==> config.mk <==
export PLATFORM = sky130hd
export DESIGN_NAME = afs_datapath
export DESIGN_NICKNAME = d
export VERILOG_FILES = /design/src/rtl/afs_pkg.sv /design/src/rtl/afs_datapath.sv
export SDC_FILE = /design/constraint.sdc
export NUM_CORES = 2
export LEC_CHECK = 0
export ABC_CLOCK_PERIOD_IN_PS = 6050
export BUFFER_PORTS_ARGS = -buffer_cell sky130_fd_sc_hd__buf_2
export CORE_MARGIN = 3
export CORE_UTILIZATION = 63
export DETAILED_ROUTE_END_ITERATION = 10
export GPL_TIMING_DRIVEN = 0
export PLACE_DENSITY = 0.8
export REMOVE_ABC_BUFFERS = 1
export SKIP_LAST_GASP = 1
export SYNTH_ARGS = -nofsm -noshare
export SYNTH_HDL_FRONTEND = slang
export SYNTH_SLANG_ARGS = --single-unit
==> constraint.sdc <==
create_clock -name clk -period 6.05 [get_ports clk]
set_input_delay 0.9075 -clock clk [delete_from_list [all_inputs] [get_ports clk]]
set_output_delay 0.9075 -clock clk [all_outputs]
set_load 0.005 [all_outputs]
==> src/rtl/afs_pkg.sv <==
// afs_pkg: types, widths and codes shared by the animation frame selector
// no dependencies; imported by afs_ctrl, afs_datapath and animation_frame_selector
`timescale 1ns / 1ps
`default_nettype none

package afs_pkg;

    localparam int MAX_FRAMES    = 64;
    localparam int DELAY_BITS    = 32;
    localparam int FRAME_W       = $clog2(MAX_FRAMES);
    localparam int CNT_W         = $clog2(MAX_FRAMES + 1);
    localparam int POS_W         = 38;
    localparam int FRAME_COUNT_W = 7;
    localparam int APB_DATA_W    = 32;
    localparam int APB_ADDR_W    = 3;

    localparam logic [1:0] CMD_WRITE_DELAY = 2'd0;
    localparam logic [1:0] CMD_ADVANCE     = 2'd1;
    localparam logic [1:0] CMD_REWIND      = 2'd2;
    localparam logic [1:0] CMD_PLAY        = 2'd3;

    localparam logic REG_FRAME_COUNT = 1'b0;
    localparam logic REG_LOOP_ENABLE = 1'b1;

    typedef struct packed {
        logic [1:0]  command;
        logic [5:0]  frame_slot;
        logic [31:0] frame_delay_ns;
        logic [31:0] elapsed_ns;
    } afs_in_t;

    typedef struct packed {
        logic [5:0] current_frame;
        logic       is_playing;
        logic       frame_changed;
    } afs_out_t;

    typedef struct packed {
        logic               load;
        logic               sum_clr;
        logic               sum_step;
        logic               walk_clr;
        logic               rd_en;
        logic [FRAME_W-1:0] rd_addr;
        logic               zero_frame;
        logic               stop;
        logic               div_init;
        logic               div_step;
        logic               div_last;
        logic               search_step;
        logic               search_fail;
        logic               finish;
    } afs_cmd_t;

    typedef struct packed {
        logic total_zero;
        logic pos_ge;
        logic hit;
    } afs_stat_t;

endpackage

`default_nettype wire

==> src/rtl/afs_datapath.sv <==
// afs_datapath: delay memory, total, position, remainder unit, frame search and result word
// depends on afs_pkg; commanded by afs_ctrl
`timescale 1ns / 1ps
`default_nettype none

module afs_datapath
    import afs_pkg::*;
(
    input  wire logic             clk,
    input  wire logic             rst_n,
    input  wire afs_in_t          item,
    input  wire afs_cmd_t         cmd,
    input  wire logic [CNT_W-1:0] frames_used,
    output afs_stat_t             status,
    output afs_out_t              result
);

    logic [DELAY_BITS-1:0] delay_mem [MAX_FRAMES];
    logic [DELAY_BITS-1:0] rd_data_reg;
    logic [FRAME_W-1:0]    rd_idx_reg;
    logic                  rd_valid_reg;

    logic [POS_W-1:0]   total_reg, total_next;
    logic [POS_W-1:0]   pos_reg, pos_next;
    logic               playing_reg, playing_next;
    logic [FRAME_W-1:0] shown_reg, shown_next;

    logic [POS_W-1:0]   cum_reg;
    logic [POS_W-1:0]   rem_reg;
    logic [POS_W-1:0]   dvd_reg;
    logic [FRAME_W-1:0] frame_reg;
    logic [FRAME_W-1:0] before_reg;
    afs_out_t           result_reg;

    logic [POS_W:0]     pos_sum;
    logic [POS_W:0]     cum_sum;
    logic [POS_W:0]     rem_shift;
    logic [POS_W:0]     rem_sub;
    logic [POS_W-1:0]   rem_new;
    logic [FRAME_W-1:0] last_frame;

    // delay memory, one write and one registered read
    always_ff @(posedge clk)
    begin
        if (cmd.load && item.command == CMD_WRITE_DELAY)
            delay_mem[item.frame_slot] <= item.frame_delay_ns;
        if (cmd.rd_en)
        begin
            rd_data_reg <= delay_mem[cmd.rd_addr];
            rd_idx_reg  <= cmd.rd_addr;
        end
    end

    assign pos_sum    = {1'b0, pos_reg} + (POS_W + 1)'(item.elapsed_ns);
    assign cum_sum    = {1'b0, cum_reg} + (POS_W + 1)'(rd_data_reg);
    assign rem_shift  = {rem_reg, dvd_reg[POS_W-1]};
    assign rem_sub    = rem_shift - {1'b0, total_reg};
    assign rem_new    = (rem_shift >= {1'b0, total_reg}) ? rem_sub[POS_W-1:0]
                                                         : rem_shift[POS_W-1:0];
    assign last_frame = FRAME_W'(frames_used - CNT_W'(1));

    assign status.total_zero = (frames_used == '0) || (total_reg == '0);
    assign status.pos_ge     = (pos_reg >= total_reg);
    assign status.hit        = cmd.search_step && rd_valid_reg && ({1'b0, pos_reg} < cum_sum);

    always_comb
    begin
        total_next   = total_reg;
        pos_next     = pos_reg;
        playing_next = playing_reg;
        shown_next   = shown_reg;
        if (cmd.load)
        begin
            case (item.command)
                CMD_ADVANCE:
                begin
                    if (playing_reg)
                        pos_next = pos_sum[POS_W] ? '1 : pos_sum[POS_W-1:0];
                end
                CMD_REWIND:
                begin
                    pos_next   = '0;
                    shown_next = '0;
                end
                CMD_PLAY:
                begin
                    playing_next = 1'b1;
                end
                default:
                begin
                end
            endcase
        end
        if (cmd.sum_clr)
            total_next = '0;
        else if (cmd.sum_step && rd_valid_reg)
            total_next = total_reg + POS_W'(rd_data_reg);
        if (cmd.stop)
        begin
            playing_next = 1'b0;
            pos_next     = '0;
        end
        if (cmd.div_last)
            pos_next = rem_new;
        if (cmd.finish)
            shown_next = frame_reg;
    end

    always_ff @(posedge clk or negedge rst_n)
    begin
        if (!rst_n)
        begin
            total_reg    <= '0;
            pos_reg      <= '0;
            playing_reg  <= 1'b0;
            shown_reg    <= '0;
            rd_valid_reg <= 1'b0;
        end
        else
        begin
            total_reg    <= total_next;
            pos_reg      <= pos_next;
            playing_reg  <= playing_next;
            shown_reg    <= shown_next;
            rd_valid_reg <= cmd.rd_en;
        end
    end

    always_ff @(posedge clk)
    begin
        if (cmd.load)
            before_reg <= shown_reg;
        if (cmd.walk_clr)
            cum_reg <= '0;
        else if (cmd.search_step && rd_valid_reg)
            cum_reg <= cum_sum[POS_W-1:0];
        if (cmd.div_init)
        begin
            rem_reg <= '0;
            dvd_reg <= pos_reg;
        end
        else if (cmd.div_step)
        begin
            rem_reg <= rem_new;
            dvd_reg <= {dvd_reg[POS_W-2:0], 1'b0};
        end
        if (cmd.zero_frame)
            frame_reg <= '0;
        else if (cmd.stop || cmd.search_fail)
            frame_reg <= last_frame;
        else if (status.hit)
            frame_reg <= rd_idx_reg;
        if (cmd.finish)
        begin
            result_reg.current_frame <= frame_reg;
            result_reg.is_playing    <= playing_reg;
            result_reg.frame_changed <= (frame_reg != before_reg);
        end
    end

    assign result = result_reg;

endmodule

`default_nettype wire

# Word-level counts from Yosys, hierarchy flattened
# Memory sizes are Yosys's and may differ from the RTL's. A register that Yosys moved wholly into a read port is not among the register bits.
# Cells that the tools add are included.
# word_totals
inputBits,100
register_bits,224
word_cells,70
memories,1
ram_bits,2048
output_inout_bits,11
# classes
n_addsub,5
reduce_logical,21
eq_ne,5
order_cmp,3
n_mux,21
# memory_table
memory,depth,width,rd,rd_clocked_by_memory_dff,write_ports,line_no,text
delay_mem,64,32,1,1,1,afs_datapath.sv:18,logic [DELAY_BITS-1:0] delay_mem [MAX_FRAMES];
# op_table
operator,count
2-to-1 mux 38 bit,10
adder 38 x 32 -> 39 bit,2
case mux 38 bit (2 select lines),1
>= comparator 39 x 38 -> 1 bit,1
less-than comparator 38 x 39 -> 1 bit,1
adder 38 x 32 -> 38 bit,1
>= comparator 38 bit,1
logical NOT 38 bit,1
subtractor 38 bit,1
2-to-1 mux 6 bit,5
nonzero test 2 bit,7
logical NOT 7 bit,1
inequality test 6 bit,1
"subtractor 6 x 1 -> 6 bit, second input constant",1
2-to-1 mux 1 bit,5
"== test 2 bit, second input constant",2
logical AND 1 bit,4
"inequality test 4 bit, second input constant",1
AND reduction 2 bit,2
nonzero test 4 bit,1
AND reduction 3 bit,1
nonzero test 3 bit,1
"== test 2 x 1 -> 1 bit, second input constant",1
logical NOT 2 bit,1
logical OR 1 bit,2

# Logic depth before layout (Yosys ltp)
# depth
word_depth,7
mapped_depth,20
mapped_depth_nobuf,20

# Least setup slack after synthesis
# No wires, ideal clock.
# synth_timing
path_type,register to output
start,reg rd_data_reg[8] (read register of delay_mem)
end,out status[0] in the netlist's numbering
path_stages_with_launch,17
required_ps,5142
arrival_time_ps,4375
n_path_buf,0
setup_slack_ps,767
path_cell_list,edfxtp_1 ha_1 a21oi_1 a2bb2oi_1 a21oi_1 or3_1 o221ai_1 a21oi_1 o221a_2 o21ai_0 xor2_1 ha_1 a21o_1 a21oi_1 nor2_1 a2111oi_0 a21o_1
# synth_rtl
element,line_no,text
"start, declared",afs_datapath.sv:19,logic [DELAY_BITS-1:0] rd_data_reg;
"end, declared",afs_datapath.sv:14,"output afs_stat_t status,"

==> flow_results.org <==
** Worst setup path
- Cell class contributing the biggest share of worst-path delay :: compound AO/OA/AOI/OAI gates
- Critical-path cell list :: ha_1 > a211oi_2 > o21bai_1 > a21oi_2 > a211oi_2 > o221ai_2 > buf_6 > buf_4 > nand2_1 > nand2_1 > xor2_2 > ha_1 > nand4_1 > buf_4 > nor3_1 > o21ai_0 > nand3_1 > o21ai_2 > a211o_1 > a21o_4 > buf_6
- The worst register-to-register path begins at rd_data_reg[1].
- Required time of the critical path :: 5.14 ns
- Data on the critical path arrives at its endpoint at 5.14 ns.
- Together, buffers and inverters on the worst path number 4.
- On the critical path, the stage with the largest delay is an instance of sky130_fd_sc_hd__edfxtp_1.
- In this run the worst setup path begins at rd_data_reg[1].
- STA classifies the critical path endpoint as a primary output.
- Maximum single-stage delay on the critical path :: 0.45 ns
- Crit Path Category :: register to primary output
- CP Launch Type :: register
- Critical path fanouts, max :: 6

** Cells and area
- The area growth from synthesis to layout is 13.28%.
- Counting flops per register, the top entry is delay_mem.
- Nets :: 5724
- The register with the most flip-flops in the layout has 2048 of them.
- After routing the design area is 110200 um^2.
- Utilization after layout :: 0.7221
- In the final layout, the share of cells above drive strength 1 is 0.2509.

** STA
- Measured against its own limit, the worst slew margin works out to -0.01901.
- Max Clock Skew :: 0.08017 ns
- Of the available clock period, the critical path in the final layout requires 1.000.
- At the pin with the least slew margin, the transition time is 1.529 ns.
- Setup repair after global routing could not meet its margin everywhere.
- Hold Violations, Final :: 0
- Final worst setup slack :: -0.0001079 ns
- Based on the critical path, the design can be clocked at up to 165.3 MHz.
- Final critical path time including I/O delays and setup :: 6.050 ns
- The number of max-slew violations in the final report is 41.
- Setup violations remaining at the end of the flow were counted as 1.
- Final hold analysis gives a worst-case slack of 0.06426 ns.

** Detailed routing
- Aggregate routed wire length :: 290100 um
- Via count :: 55706
- Average wire length per cell after detail routing :: 38.00 um
- After detailed routing, the number of vias per cell comes to 7.296.
- First-pass detailed-route iteration total :: 6
- The first routing iteration left 8294 violations.
- Number of remaining DRC errors :: 0
- In this run the remaining antenna-violating nets after routing total 0.

** Run
- Max-cap violations in this run came to 1.

** Floorplanning
- Horizontal die dimension :: 399.0 um
- In this run the vertical extent of the chip is 399.0 um.
- Number of placed I/O pins :: 111
- The region available for standard cell placement spans 152600 um^2.
- The die covers 159200 um^2.
- Number of placement rows :: 143
- Starting Density :: 0.6374

** Clocking
- Clock-pin slew was measured on the worst setup and hold paths at 0.06 ns.
- Clock tree root driver cell :: sky130_fd_sc_hd__clkbuf_16
- Buffers inserted to repair hold after CTS numbered 0.
- Worst skew pair latency :: 0.87 ns
- Sink count of the clock tree :: 2304
- In this run the deepest clock path goes through 3 buffers.
- CTS tree :: yes
- The H-tree was split into 4 levels.
- Number of buffers added by the clock tree synthesis step :: 214

** Placement
- Once placement finished, the instance area stood at 102600 um^2.
- In this run the tool buffered the top-level ports with 110 buffer cells.
- At the end of routability-driven placement, the weighted congestion stood at 1.009.
- The HPWL after detailed placement is 159700 um.

** Global routing
- Maximum number of pins on one net before global-route repair :: 99
- Initial antenna violation count :: 31
- Global router's overall resource usage :: 0.3710
- The first global-routing pass estimated 413900 um of wire.
- Final global-route overflow total :: 0
- The number of global-route vias before repair was 56573.

** Synthesis
- Counting distinct cell types in the post-synthesis netlist gives 83.
- Synthesis inferred 2304 register bits.
- For this run, the leading register cell type out of synthesis is sky130_fd_sc_hd__edfxtp_1.
- Post-synthesis instance area :: 97280 um^2
- For this run, the number of Yosys warnings is 0.
- Dividing the synthesized area by the synthesized cell count gives 18.73 um^2.
- Cell count after synthesis :: 5193
- EDFF count, synth :: 2138
- For this run, the register share of the synthesized area comes to 0.6984.
- For this run, asynchronously set or reset flops after synthesis account for 0.03646.

** Pwr
- Power spread over the standard cell area amounts to 356.4 nW/um^2.
- Design Power :: 0.03928 W
- Across the VDD grid, the largest voltage drop is 440.6 uV.
- Total leakage power :: 36.41 nW

** Run status
- Failing checks :: max-capacitance violations, max-slew violations, negative setup slack
- The flow ran to the end, but the final reports show violations.

** Worst hold path
- The tightest min-delay check is of the input pin to async pin type.
[cell usage after synthesis (23+ instances only)]
library cell               number  area (um^2)
sky130_fd_sc_hd__nand3_1       57        285.3
sky130_fd_sc_hd__clkbuf_1     169        634.4
sky130_fd_sc_hd__a211oi_1      52        390.4
sky130_fd_sc_hd__dfrtp_1       84         2102
sky130_fd_sc_hd__nand2_1      190        713.2
sky130_fd_sc_hd__mux2i_1       26        260.3
sky130_fd_sc_hd__a21oi_1      203         1016
sky130_fd_sc_hd__xor2_1        46        402.9
sky130_fd_sc_hd__or3_1         24        150.1
sky130_fd_sc_hd__nor2_1       240        900.9
sky130_fd_sc_hd__mux4_2       665        14980
sky130_fd_sc_hd__o21a_1        24        180.2
sky130_fd_sc_hd__o21ai_0      128        640.6
sky130_fd_sc_hd__dfxtp_1       82         1642
sky130_fd_sc_hd__edfxtp_1    2138        64200
sky130_fd_sc_hd__a21o_1        92        690.7
sky130_fd_sc_hd__ha_1         215         2690
sky130_fd_sc_hd__o21bai_1      23        172.7
sky130_fd_sc_hd__o211ai_1      32        240.2
sky130_fd_sc_hd__buf_1         61        229.0
sky130_fd_sc_hd__nor3_1        39        195.2
sky130_fd_sc_hd__nor2b_1       29        181.4
sky130_fd_sc_hd__inv_1         97        364.1
sky130_fd_sc_hd__xnor2_1       73        639.4
sky130_fd_sc_hd__mux2_2        56        630.6
sky130_fd_sc_hd__nand4_1       42        262.8
[power by group]
| part | switching (W) | internal, W |
|---|---|---|
| logic | 0.00401 | 0.00297 |
| registers | 0.000463 | 0.0179 |
| clock network | 0.00638 | 0.00760 |
| total | 0.0108 | 0.0284 |
[what timing repair did]
action	in CTS	in global routing
pin swaps	13	21
endpoints found under the setup margin	1	1
hold endpoints to repair	0	0
resized for setup	47	13
buffers inserted	12	3
[metal layers]
layer / vias up / wire length, um / share of wire / track usage
met5: - / 184 / 0.00063 / 0
met4: 28 / 19640 / 0.068 / 0.2094
met2: 4591 / 141000 / 0.49 / 0.5933
met1: 28136 / 94610 / 0.33 / 0.4710
met3: 1079 / 34700 / 0.12 / 0.09072
li1: 21872 / - / - / -
[area by class of cell]
type,instances,area [um^2]
Sequential cell,2304,67950
Fill cell,8024,42420
Multi-Input combinational cell,2553,28880
Clock buffer,264,5625
Timing Repair Buffer,235,3351
Tap cell,2030,2540
Clock inverter,139,1460
Inverter,97,364.1
Antenna cell,13,32.53
[path summary, 6_finish.rpt]
path                            endpoint  slack [ns]  cells past startpoint
max                            status[0]     -0.0001                     21
min reg2reg                before_reg[0]        0.43                      0
min in group clk            frame_reg[0]        0.42                      3
max in group asynchronous   shown_reg[1]        5.28                      2
max reg2reg                 frame_reg[5]        1.10                     22
min                         rd_valid_reg        0.06                      1
[cells in the final DEF (no fill, tap or decap), types with 56 or more instances in the layout]
cell type	synthesis	layout
sky130_fd_sc_hd__nor2_4	0	64
sky130_fd_sc_hd__nand3_1	57	56
sky130_fd_sc_hd__mux4_2	665	665
sky130_fd_sc_hd__dfrtp_1	84	84
sky130_fd_sc_hd__inv_1	97	97
sky130_fd_sc_hd__buf_16	0	62
sky130_fd_sc_hd__a21oi_1	203	196
sky130_fd_sc_hd__clkbuf_16	0	216
sky130_fd_sc_hd__mux2_2	56	56
sky130_fd_sc_hd__o21ai_0	128	122
sky130_fd_sc_hd__nand2_1	190	188
sky130_fd_sc_hd__dfxtp_1	82	82
sky130_fd_sc_hd__xnor2_1	73	72
sky130_fd_sc_hd__edfxtp_1	2138	2138
sky130_fd_sc_hd__a21o_1	92	91
sky130_fd_sc_hd__buf_2	8	103
sky130_fd_sc_hd__ha_1	215	206
sky130_fd_sc_hd__nor2_1	240	176
[cell families after synthesis]
group / Yosys count / share of synthesized area
mux: 749 / 0.1634
compound gates: 733 / 0.05035
buf+inv: 336 / 0.01314
fa+ha+maj: 219 / 0.02848
simple gates: 733 / 0.03546
xor+xnor: 119 / 0.01071
flops: 2304 / 0.6984
[through the flow]
stage	setup slack (ns)	TNS (ns)	cells
3_5_place_dp	-0.1800	-0.1800	7204
4_1_cts	0.003582	0	7619
5_1_grt	-0.1758	-0.1758	7628
2_1_floorplan	0.7672	0	4954
3_3_place_gp	-12.14	-973.62	7094
6_report	-0.0001079	-0.0001079	7635
Note: power is estimated with default switching activity, not from simulation.
