`src/rtl/afs_pkg.sv`:
```
// afs_pkg: types, widths and codes shared by the animation frame selector
// no dependencies; imported by afs_ctrl, afs_datapath and animation_frame_selector
`timescale 1ns / 1ps
`default_nettype none

package afs_pkg;

    localparam int MAX_FRAMES    = 64;
    localparam int DELAY_BITS    = 32;
    localparam int FRAME_W       = $clog2(MAX_FRAMES);
    localparam int CNT_W         = $clog2(MAX_FRAMES + 1);
    localparam int POS_W         = 38;
    localparam int FRAME_COUNT_W = 7;
    localparam int APB_DATA_W    = 32;
    localparam int APB_ADDR_W    = 3;

    localparam logic [1:0] CMD_WRITE_DELAY = 2'd0;
    localparam logic [1:0] CMD_ADVANCE     = 2'd1;
    localparam logic [1:0] CMD_REWIND      = 2'd2;
    localparam logic [1:0] CMD_PLAY        = 2'd3;

    localparam logic REG_FRAME_COUNT = 1'b0;
    localparam logic REG_LOOP_ENABLE = 1'b1;

    typedef struct packed {
        logic [1:0]  command;
        logic [5:0]  frame_slot;
        logic [31:0] frame_delay_ns;
        logic [31:0] elapsed_ns;
    } afs_in_t;

    typedef struct packed {
        logic [5:0] current_frame;
        logic       is_playing;
        logic       frame_changed;
    } afs_out_t;

    typedef struct packed {
        logic               load;
        logic               sum_clr;
        logic               sum_step;
        logic               walk_clr;
        logic               rd_en;
        logic [FRAME_W-1:0] rd_addr;
        logic               zero_frame;
        logic               stop;
        logic               div_init;
        logic               div_step;
        logic               div_last;
        logic               search_step;
        logic               search_fail;
        logic               finish;
    } afs_cmd_t;

    typedef struct packed {
        logic total_zero;
        logic pos_ge;
        logic hit;
    } afs_stat_t;

endpackage

`default_nettype wire

```
`src/rtl/afs_ctrl.sv`:
```
// afs_ctrl: sequencer for one item (apply, sum walk, decide, wrap, search, deliver)
// depends on afs_pkg; drives afs_datapath through afs_cmd_t
`timescale 1ns / 1ps
`default_nettype none

module afs_ctrl
    import afs_pkg::*;
(
    input  wire logic             clk,
    input  wire logic             rst_n,
    input  wire logic             item_valid,
    output logic                  item_stall,
    output logic                  result_valid,
    input  wire logic             result_stall,
    input  wire logic [CNT_W-1:0] frames_used,
    input  wire logic             loop_enable,
    input  wire afs_stat_t        status,
    output afs_cmd_t              cmd
);

    typedef enum logic [2:0] {
        S_IDLE,
        S_SUM,
        S_DECIDE,
        S_DIV,
        S_SEARCH,
        S_FINISH
    } state_t;

    state_t           state_reg, state_next;
    logic [CNT_W-1:0] cnt_reg, cnt_next;
    logic             result_valid_reg, result_valid_next;

    always_ff @(posedge clk or negedge rst_n)
    begin
        if (!rst_n)
        begin
            state_reg        <= S_IDLE;
            cnt_reg          <= '0;
            result_valid_reg <= 1'b0;
        end
        else
        begin
            state_reg        <= state_next;
            cnt_reg          <= cnt_next;
            result_valid_reg <= result_valid_next;
        end
    end

    always_comb
    begin
        cmd               = '0;
        state_next        = state_reg;
        cnt_next          = cnt_reg;
        result_valid_next = result_valid_reg && result_stall;
        cmd.rd_addr       = cnt_reg[FRAME_W-1:0];
        case (state_reg)
            S_IDLE:
            begin
                if (item_valid)
                begin
                    cmd.load     = 1'b1;
                    cmd.sum_clr  = 1'b1;
                    cmd.walk_clr = 1'b1;
                    cnt_next     = '0;
                    state_next   = S_SUM;
                end
            end
            S_SUM:
            begin
                cmd.rd_en    = (cnt_reg < frames_used);
                cmd.sum_step = 1'b1;
                if (cnt_reg == frames_used)
                    state_next = S_DECIDE;
                else
                    cnt_next = cnt_reg + CNT_W'(1);
            end
            S_DECIDE:
            begin
                cnt_next = '0;
                if (status.total_zero)
                begin
                    cmd.zero_frame = 1'b1;
                    state_next     = S_FINISH;
                end
                else if (!loop_enable && status.pos_ge)
                begin
                    cmd.stop   = 1'b1;
                    state_next = S_FINISH;
                end
                else if (status.pos_ge)
                begin
                    cmd.div_init = 1'b1;
                    state_next   = S_DIV;
                end
                else
                begin
                    cmd.walk_clr = 1'b1;
                    state_next   = S_SEARCH;
                end
            end
            S_DIV:
            begin
                cmd.div_step = 1'b1;
                if (cnt_reg == CNT_W'(POS_W - 1))
                begin
                    cmd.div_last = 1'b1;
                    cmd.walk_clr = 1'b1;
                    cnt_next     = '0;
                    state_next   = S_SEARCH;
                end
                else
                    cnt_next = cnt_reg + CNT_W'(1);
            end
            S_SEARCH:
            begin
                cmd.rd_en       = (cnt_reg < frames_used);
                cmd.search_step = 1'b1;
                if (status.hit)
                    state_next = S_FINISH;
                else if (cnt_reg == frames_used)
                begin
                    cmd.search_fail = 1'b1;
                    state_next      = S_FINISH;
                end
                else
                    cnt_next = cnt_reg + CNT_W'(1);
            end
            S_FINISH:
            begin
                if (!result_valid_reg || !result_stall)
                begin
                    cmd.finish        = 1'b1;
                    result_valid_next = 1'b1;
                    state_next        = S_IDLE;
                end
            end
            default:
            begin
                state_next = S_IDLE;
            end
        endcase
    end

    assign item_stall   = (state_reg != S_IDLE);
    assign result_valid = result_valid_reg;

endmodule

`default_nettype wire

```
`config.mk`:
```
export PLATFORM = sky130hd
export DESIGN_NAME = afs_ctrl
export DESIGN_NICKNAME = d
export VERILOG_FILES = /design/src/rtl/afs_pkg.sv /design/src/rtl/afs_ctrl.sv
export SDC_FILE = /design/constraint.sdc
export NUM_CORES = 1
export LEC_CHECK = 0
export BUFFER_PORTS_ARGS = -buffer_cell sky130_fd_sc_hd__buf_2
export CORE_ASPECT_RATIO = 1.1
export CORE_MARGIN = 5
export CORE_UTILIZATION = 53
export DETAILED_ROUTE_END_ITERATION = 8
export PLACE_DENSITY = 0.84
export SYNTH_ARGS = -nofsm -noshare
export SYNTH_HDL_FRONTEND = slang
export SYNTH_SLANG_ARGS = --single-unit
```
`constraint.sdc`:
```
create_clock -name clk -period 5.9 [get_ports clk]
set_clock_uncertainty 0.15 [all_clocks]
set_input_delay 0 -clock clk [delete_from_list [all_inputs] [get_ports clk]]
set_output_delay 0 -clock clk [all_outputs]
set_load 0.02 [all_outputs]
```
; After elaboration in Yosys (flattened, before gate mapping)
; Index checks and enable logic that the tools add are counted.
[word_totals]
romBits = 0
inputBits = 15
output_inout_bits = 21
regBits = 11
n_memories = 0
latchBits = 0
elab_cells = 69
mem_bits_rw = 0
[op_classes]
muxes = 39
eq_ne = 13
order_cmp = 1
n_addsub = 1
n_reduce_logical = 12
shift = 0
n_div = 0
multipliers = 0
bitwise = 0
[op_table]
columns = op, n
row1 = $pmux W7 S5, 1
row2 = $mux W3, 10
row3 = $mux W7, 4
row4 = $pmux W3 S6, 1
row5 = $mux W1, 17
row6 = $mux W2, 5
row7 = $ne A2 B2 Y1 const B, 5
row8 = $add A7 B1 Y7 const B, 1
row9 = $eq A7 B6 Y1 const B, 1
row10 = $eq A7 B7 Y1, 1
row11 = $lt A7 B7 Y1, 1
row12 = $eq A3 B2 Y1 const B, 2
row13 = $eq A3 B3 Y1 const B, 2
row14 = $reduce_and A5 Y1, 1
row15 = $reduce_bool A5 Y1, 1
row16 = $eq A3 B1 Y1 const B, 1
row17 = $logic_not A1 Y1, 3
row18 = $logic_not A3 Y1, 1
row19 = $ne A3 B3 Y1 const B, 1
row20 = $pmux W1 S3, 1
row21 = $reduce_and A3 Y1, 1
row22 = $reduce_bool A3 Y1, 1
row23 = $logic_and A1 B1 Y1, 2
row24 = $reduce_or A2 Y1, 1
row25 = $logic_or A1 B1 Y1, 1

; Longest topological paths before layout
; Gate-level depths: netlist of the first run.
[depth]
depth_word = 5
ltp_mapped = 7
depth_no_buf = 7

; Worst setup path before layout of the first run
; No wires, ideal clock.
[synth_timing]
path_kind = reg2reg
from = reg cnt_reg[2]
to = reg cnt_reg[0]
setup_time_ns = 0.118
synth_period_minus_slack_ns = 1.938
t_required_ns = 5.632
n_path_buf = 0
t_arrival_ns = 1.670
path_slack_ns = 3.962
path_stages_with_launch = 7
path_cell_list = dfrtp_1 > ha_1 > nand4_1 > nor4_2 > or2_2 > nor3_1 > a21o_1
[synth_via]
elab_chain_cells = 4
word_cells_on_any_way = 6
classes_between = eq/ne (2) / mux (4)
[synth_lines]
columns = element, line
row1 = start: declaration, afs_ctrl.sv:31  ; logic [CNT_W-1:0] cnt_reg, cnt_next;
row2 = start signal: assignment, afs_ctrl.sv:45  ; cnt_reg <= cnt_next;
row3 = $eq A7 B7 Y1, "afs_ctrl.sv:73, afs_ctrl.sv:121"
row4 = $mux W7 (2 in series), -
row5 = $pmux W7 S5 *, afs_ctrl.sv:57  ; case (state_reg)
; Every way passes the cells marked *; elsewhere a longest branch is shown, timed or not. The select of a mux whose other input is x is not followed.
; A chain may end at the register's enable or synchronous reset.

; Worst setup path in the final report of the first run
[layout_timing]
from = reg cnt_reg[2]
to = reg state_reg[0]
[layout_via]
elab_chain_cells = 3
word_cells_on_any_way = 6
classes_between = eq/ne (5) / reduce/logical (1)
[layout_lines]
columns = element, line
row1 = $eq A7 B7 Y1 / $eq A7 B6 Y1 (equally long branches), "afs_ctrl.sv:73, afs_ctrl.sv:121, afs_ctrl.sv:105"
row2 = $ne A3 B3 Y1 (no line) / $ne A2 B2 Y1 (equally long branches), -
row3 = $reduce_and A5 Y1 (no line) *, -
row4 = end signal: assignment, afs_ctrl.sv:44  ; state_reg <= state_next;
row5 = end: declaration, afs_ctrl.sv:30  ; state_t state_reg, state_next;
; Every way passes the cells marked *; elsewhere a longest branch is shown, timed or not.

==> flow_summary_export.csv, run 1 <==
group,metric,value,unit
status,status,"complete, no violations",
job,drv_cap,0,
floorplan,dieArea,2954,µm²
yosys,synthArstFlopShare,100.0,%
global_routing,antenna_found_initial,0,
drt,wl,2442,µm
cts,clock_latency,0.27,ns
drt,vias,969,
drt,drtAntennaViolNets,0,
power_and_ir_drop,swShare,48.74,%
yosys,syn-instance-count,123,
yosys,synth_cell_types,37,
yosys,syn_area_per_cell,8.474,µm²
power_and_ir_drop,leakage,0.6502,nW
layout,antenna_cells,0,
power_and_ir_drop,clkPwrFrac,10.7,%
yosys,syn-num-nets,147,
worst_setup_path,arrival,2.18,ns
global_routing,grt_util_all_layers,17.55,%
drt,drc,0,
timing,max_freq,460.6,MHz
power_and_ir_drop,comb_power_share,58.8,%
timing,finalSetupTns,0,ns
floorplan,rows,16,
global_routing,grt_max_degree,17,
timing,hold_viol_final,0,
timing,worstMarginPinSlew,0.5608,ns
timing,setup_viol,0,
power_and_ir_drop,p_total,0.4733,mW
worst_setup_path,cp_max_fo,7,
floorplan,dieHeight,56.51,µm
yosys,synth_flop_cell,"dfrtp_1",
cts,ctsRootBufferMaster,"clkbuf_4",
drt,drt-wirelength-per-cell,13.42,µm
cts,clkSlewWorstSetupHoldPaths,0.07,ns
global_routing,grt_pass1_wl,4077,µm
yosys,ys_warn_count,0,
cts,cts_sinks,11,
layout,drive_gt1_share,31.61,%
floorplan,initial_utilization,57.21,%
cts,htreeDepth,1,
yosys,synth_edf_count,0,
layout,syn_to_final_growth,18.61,%
yosys,synth_top_area_share,26.41,%
power_and_ir_drop,vdd_ir_drop_max,0.2062,mV
timing,maxSlewHeadroom,62.39,%
floorplan,io_pins,36,
layout,nets,180,
min_path,min_path_type,"in2reg",
global_routing,grt.overflow.total,0,
layout,largest_reg_flops,7,
placement,gp_congestion,0.8232,
power_and_ir_drop,switching_power,0.2307,mW
timing,fin_hold_ws,0.01953,ns
timing,fin_crit,2.171,ns
drt,firstDrtPassIters,5,
power_and_ir_drop,p_seq_share,30.5,%
worst_setup_path,worstSetupPathType,"reg2reg",
yosys,synth_area_leaders,"dfrtp_1, ha_1, buf_4, xnor2_1, nor2_1",
power_and_ir_drop,p_per_area,382.8,nW/µm²
floorplan,core_area,1822,µm²
placement,hpwlAfterDp,1969,µm
drt,vias_per_cell,5.324,
cts,clk_path_buf_depth,2,
layout,fin_cells,182,
timing,rsz0062_at_grt,"no",
cts,cts_inserted_buffers,3,
yosys,synth-seq-cells,11,
global_routing,grt_pass1_vias,929,
yosys,syn_area,1042,µm²
yosys,synth.largest_area_cell,"dfrtp_1",
floorplan,die_w,52.28,µm
drt,drt_iter0_markers,8,
worst_setup_path,startpoint_type,"flip-flop",
timing,fin_crit_sh,36.80,%
yosys,seq_area_frac_synth,26.41,%
worst_setup_path,critical_path_required,5.91,ns
placement,io_buffers,35,
worst_setup_path,end_kind,"flip-flop",
placement,place_inst,174,
cts,cts_tree,"built",
timing,maxSlewViolCount,0,
power_and_ir_drop,p_int,0.2426,mW
==> cell families (layout without fill, tap and decap cells) <==
| group | after synthesis | after routing | synth area share, % |
|---|---|---|---|
| flip-flops | 11 | 11 | 26.41 |
| AO/OA/AOI/OAI | 20 | 20 | 13.09 |
| XOR/XNOR | 6 | 6 | 5.042 |
| adder cells (fa/ha/maj) | 9 | 9 | 10.80 |
| buffers and inverters | 23 | 55 | 12.24 |
| AND/OR/NAND/NOR | 53 | 53 | 30.97 |
| multiplexers | 1 | 1 | 1.440 |
==> worst max-delay path, cell delays in order, from the launching register on <==
cell and delay [ns]:
dfrtp_1 0.47, ha_1 0.33, nand4_1 0.13, nor2_1 0.29, o22ai_2 0.12, nor3b_2 0.24, mux2_4 0.32
==> synthesized netlist by cell type (2+ instances only) <==
cell type / number
xnor2_1: 6
nor3b_1: 2
inv_1: 12
nor3_1: 4
and3_1: 3
a21oi_1: 6
nand4_1: 2
nand3_1: 5
buf_4: 9
o22ai_2: 2
o211ai_1: 2
nand2_1: 8
dfrtp_1: 11
o21ai_0: 4
nor4b_1: 3
nor3b_2: 2
ha_1: 9
nor2_1: 13
or3_4: 2
==> final timing paths <==
kind | startpoint | to | slack, ns | depth (start not counted)
max in group asynchronous | rst_n | cnt_reg[0]$_DFFE_PN0P_ | 4.68 | 3
min in group asynchronous | rst_n | result_valid$_DFF_PN0_ | 0.59 | 3
setup / recovery | cnt_reg[2]$_DFFE_PN0P_ | state_reg[0]$_DFFE_PN0P_ | 3.73 | 6
setup reg to reg | cnt_reg[2]$_DFFE_PN0P_ | state_reg[0]$_DFFE_PN0P_ | 3.73 | 6
hold / removal | status[2] | state_reg[2]$_DFFE_PN0P_ | 0.02 | 4
hold reg to reg | cnt_reg[1]$_DFFE_PN0P_ | cnt_reg[1]$_DFFE_PN0P_ | 0.45 | 2
==> layer usage <==
metal,routed length (µm),up-vias,GRT usage [%],share of wire [%]
li1,-,494,-,-
met1,1037,446,21.28,42
met2,1239,27,30.67,51
met3,160,2,4.497,6.6
met4,5,0,3.285,0.20
met5,0,-,0,0
==> layout make-up <==
cell class	count	area [µm²]
clock inverters	1	5.005
fillers	159	585.6
multi-input cells	89	639.4
flip-flops and latches	11	275.3
well taps	27	33.78
repair buffers	39	215.2
inverters	12	45.04
clock buffers	3	22.52
==> cell usage in the layout, fill, tap and decap left out, types with 3 or more instances in the layout <==
cell,instances
a21oi_1,6
ha_1,9
nor3_1,4
nand3_1,5
nor2_1,13
nor4b_1,3
o21ai_0,4
and3_1,3
xnor2_1,6
dfrtp_1,11
inv_1,12
dlygate4sd3_1,4
clkbuf_4,3
nand2_1,8
buf_2,35
==> power groups by stage <==
stage,sequential [mW],combinational (mW),clock (mW)
global route,0.149,0.308,0.0578
finish,0.144,0.278,0.0506
CTS,0.143,0.281,0.0530
detailed placement,0.145,0.277,0
floorplan,0.121,0.251,0
global placement,0.143,0.270,0
==> repair_timing <==
action                                 in CTS  in global routing
buffers inserted                            0                  0
hold buffers                                4                  0
resized for setup                           0                  0
endpoints found under the hold margin      14                  0
==> metrics by stage <==
step	cell area, µm²	util (%)	worst slack [ns]
floorplan	1042	-	3.962
global placement	1169	64.15	3.797
global route	1236	67.86	3.636
CTS	1236	67.86	3.737
detailed placement	1169	64.15	3.747
finish	1236	67.86	3.729
No activity file was read; power rests on OpenSTA's default activity.
==> run 2: changes to the inputs <==
--- a/config.mk
+++ b/config.mk
@@ -8,9 +8,9 @@
 export BUFFER_PORTS_ARGS = -buffer_cell sky130_fd_sc_hd__buf_2
 export CORE_ASPECT_RATIO = 1.1
 export CORE_MARGIN = 5
-export CORE_UTILIZATION = 53
+export CORE_UTILIZATION = 45
 export DETAILED_ROUTE_END_ITERATION = 8
-export PLACE_DENSITY = 0.84
+export PLACE_DENSITY = 0.76
 export SYNTH_ARGS = -nofsm -noshare
 export SYNTH_HDL_FRONTEND = slang
 export SYNTH_SLANG_ARGS = --single-unit
==> constraint.sdc (replaced) <==
create_clock -name clk -period 1.82 [get_ports clk]
set_clock_uncertainty 0.15 [all_clocks]
set_input_delay 0 -clock clk [delete_from_list [all_inputs] [get_ports clk]]
set_output_delay 0 -clock clk [all_outputs]
set_load 0.02 [all_outputs]
==> flow_summary_export.csv, run 2 (synthesized netlist as in run 1, its figures left out) <==
group,metric,value,unit
worst_setup_path,critical_path_required,1.67,ns
power_and_ir_drop,leakage,0.8875,nW
timing,finalSetupTns,-3.319,ns
layout,largest_reg_flops,7,
job,drv_cap,0,
drt,wl,3912,µm
floorplan,core_area,2230,µm²
worst_setup_path,end_kind,"output pin",
cts,cts_sinks,11,
status,status,"finished with violations",
global_routing,grt.overflow.total,0,
power_and_ir_drop,p_per_area,1297,nW/µm²
worst_setup_path,cp-startpoint,"cnt_reg[1]$_DFFE_PN0P_",
floorplan,dieHeight,60.48,µm
layout,final_area,1838,µm²
timing,maxSlewHeadroom,65.52,%
layout,nets,222,
timing,worstMarginPinSlew,0.5156,ns
layout,drive_gt1_share,58.88,%
min_path,hp-start,"status[2]",
worst_setup_path,arrival,1.97,ns
worst_setup_path,startpoint_type,"flip-flop",
placement,gp_congestion,0.8999,
drt,vias_per_cell,5.427,
cts,htreeDepth,1,
cts,ctsRootBufferMaster,"clkbuf_4",
placement,hpwlAfterDp,2335,µm
floorplan,die_w,55.89,µm
layout,layout_commonest_cell,"buf_4",
global_routing,grt_util_all_layers,19.99,%
cts,clk_path_buf_depth,2,
timing,rsz0062_at_grt,"yes",
worst_setup_path,worstSetupPathType,"reg2out",
layout,antenna_cells,0,
min_path,min_path_type,"in2reg",
drt,drc,0,
drt,firstDrtPassIters,4,
placement,place_ws,-0.1557,ns
global_routing,antenna_found_initial,0,
timing,fin_hold_ws,0.009397,ns
worst_setup_path,r2r-start,"cnt_reg[3]$_DFFE_PN0P_",
placement,io_buffers,35,
floorplan,initial_utilization,46.75,%
layout,fill_cells,123,
cts,clock_latency,0.28,ns
timing,fin_crit,2.120,ns
placement,place_area,1406,µm²
status,violations,"setup timing",
timing,hold_viol_final,0,
timing,fin_crit_sh,116.5,%
worst_setup_path,r2r.worst_path.cells,9,
global_routing,grt_max_degree,12,
drt,drt_iter0_markers,50,
drt,drtAntennaViolNets,0,
worst_setup_path,reg2reg_to,"cnt_reg[4]$_DFFE_PN0P_",
timing,finalWorstSetupSlack,-0.2996,ns
worst_setup_path,rrSetupSlack,-0.30,ns
cts,cts_tree,"built",
min_path,whs_endpoint,"state_reg[2]$_DFFE_PN0P_",
timing,maxSlewViolCount,0,
power_and_ir_drop,vdd_ir_drop_max,0.8601,mV
floorplan,rows,18,
min_path,worstHoldPathCells,4,
layout,syn_to_final_growth,76.35,%
timing,setup_viol,13,
floorplan,dieArea,3380,µm²
floorplan,io_pins,36,
layout,finish.utilization,82.44,%
global_routing,grt_pass1_vias,1169,
drt,drt-wirelength-per-cell,17.23,µm
layout,layout_common_cells,"buf_4, buf_2, inv_1",
global_routing,grt_pass1_wl,5250,µm
cts,cts_inserted_buffers,3,
drt,vias,1232,
timing,max_freq,471.8,MHz
worst_setup_path,cp_max_fo,3,
cts,clkSlewWorstSetupHoldPaths,0.08,ns
-- run 2: cell type report --
type                            instances  area [µm²]  area share (%)
Clock buffer                            4       26.28           1.430
Inverter                               12       45.04           2.451
Multi-Input combinational cell         89       865.8           47.11
Sequential cell                        11       277.8           15.11
Tap cell                               30       37.54           2.042
Timing Repair Buffer                   81       585.6           31.86
-- run 2: worst max-delay path by stage --
stage | end | slack [ns]
floorplan | state_reg[0]$_DFFE_PN0P_ | -0.1
global placement | cnt_reg[1]$_DFFE_PN0P_ | -0.09
detailed placement | state_reg[0]$_DFFE_PN0P_ | -0.16
CTS | state_reg[0]$_DFFE_PN0P_ | -0.17
global route | cmd[14] | -0.40
finish | cmd[14] | -0.30
-- run 2: repair_timing --
item,CTS,global route
setup endpoints to repair,15,18
hold buffers,4,0
gates resized for setup,32,22
buffers inserted,5,8
pin swaps,7,10
hold endpoints to repair,14,0
-- run 2: critical path: stages (launching register included) --
cell and delay [ns]:
dfrtp_1 0.39, buf_6 0.13, ha_4 0.22, nor2b_1 0.13, o21ai_1 0.17, a21oi_2 0.09, o211ai_1 0.15, and4b_1 0.26
buf_6 0.13
-- run 2: stage by stage --
step	power, mW	cells
after global routing	2.525	227
after detailed placement	1.685	206
after global placement	1.640	206
after CTS	2.054	219
final	2.384	227
after floorplan	1.228	123
-- run 2: layer usage --
layer  wire length, µm  track usage, %  part of all wire [%]  vias up
li1                  -               -                     -      578
met1              1439           20.68                    37      574
met3               177           5.106                   4.5       17
met2              2137           40.71                    55       63
met5                 0               0                     0        -
met4               157           5.085                   4.0        0
-- run 2: power breakdown --
part | switching [mW] | internal (mW) | total, mW
registers | 0.0891 | 0.314 | 0.403
clock network | 0.0846 | 0.0849 | 0.169
logic | 0.907 | 0.905 | 1.81
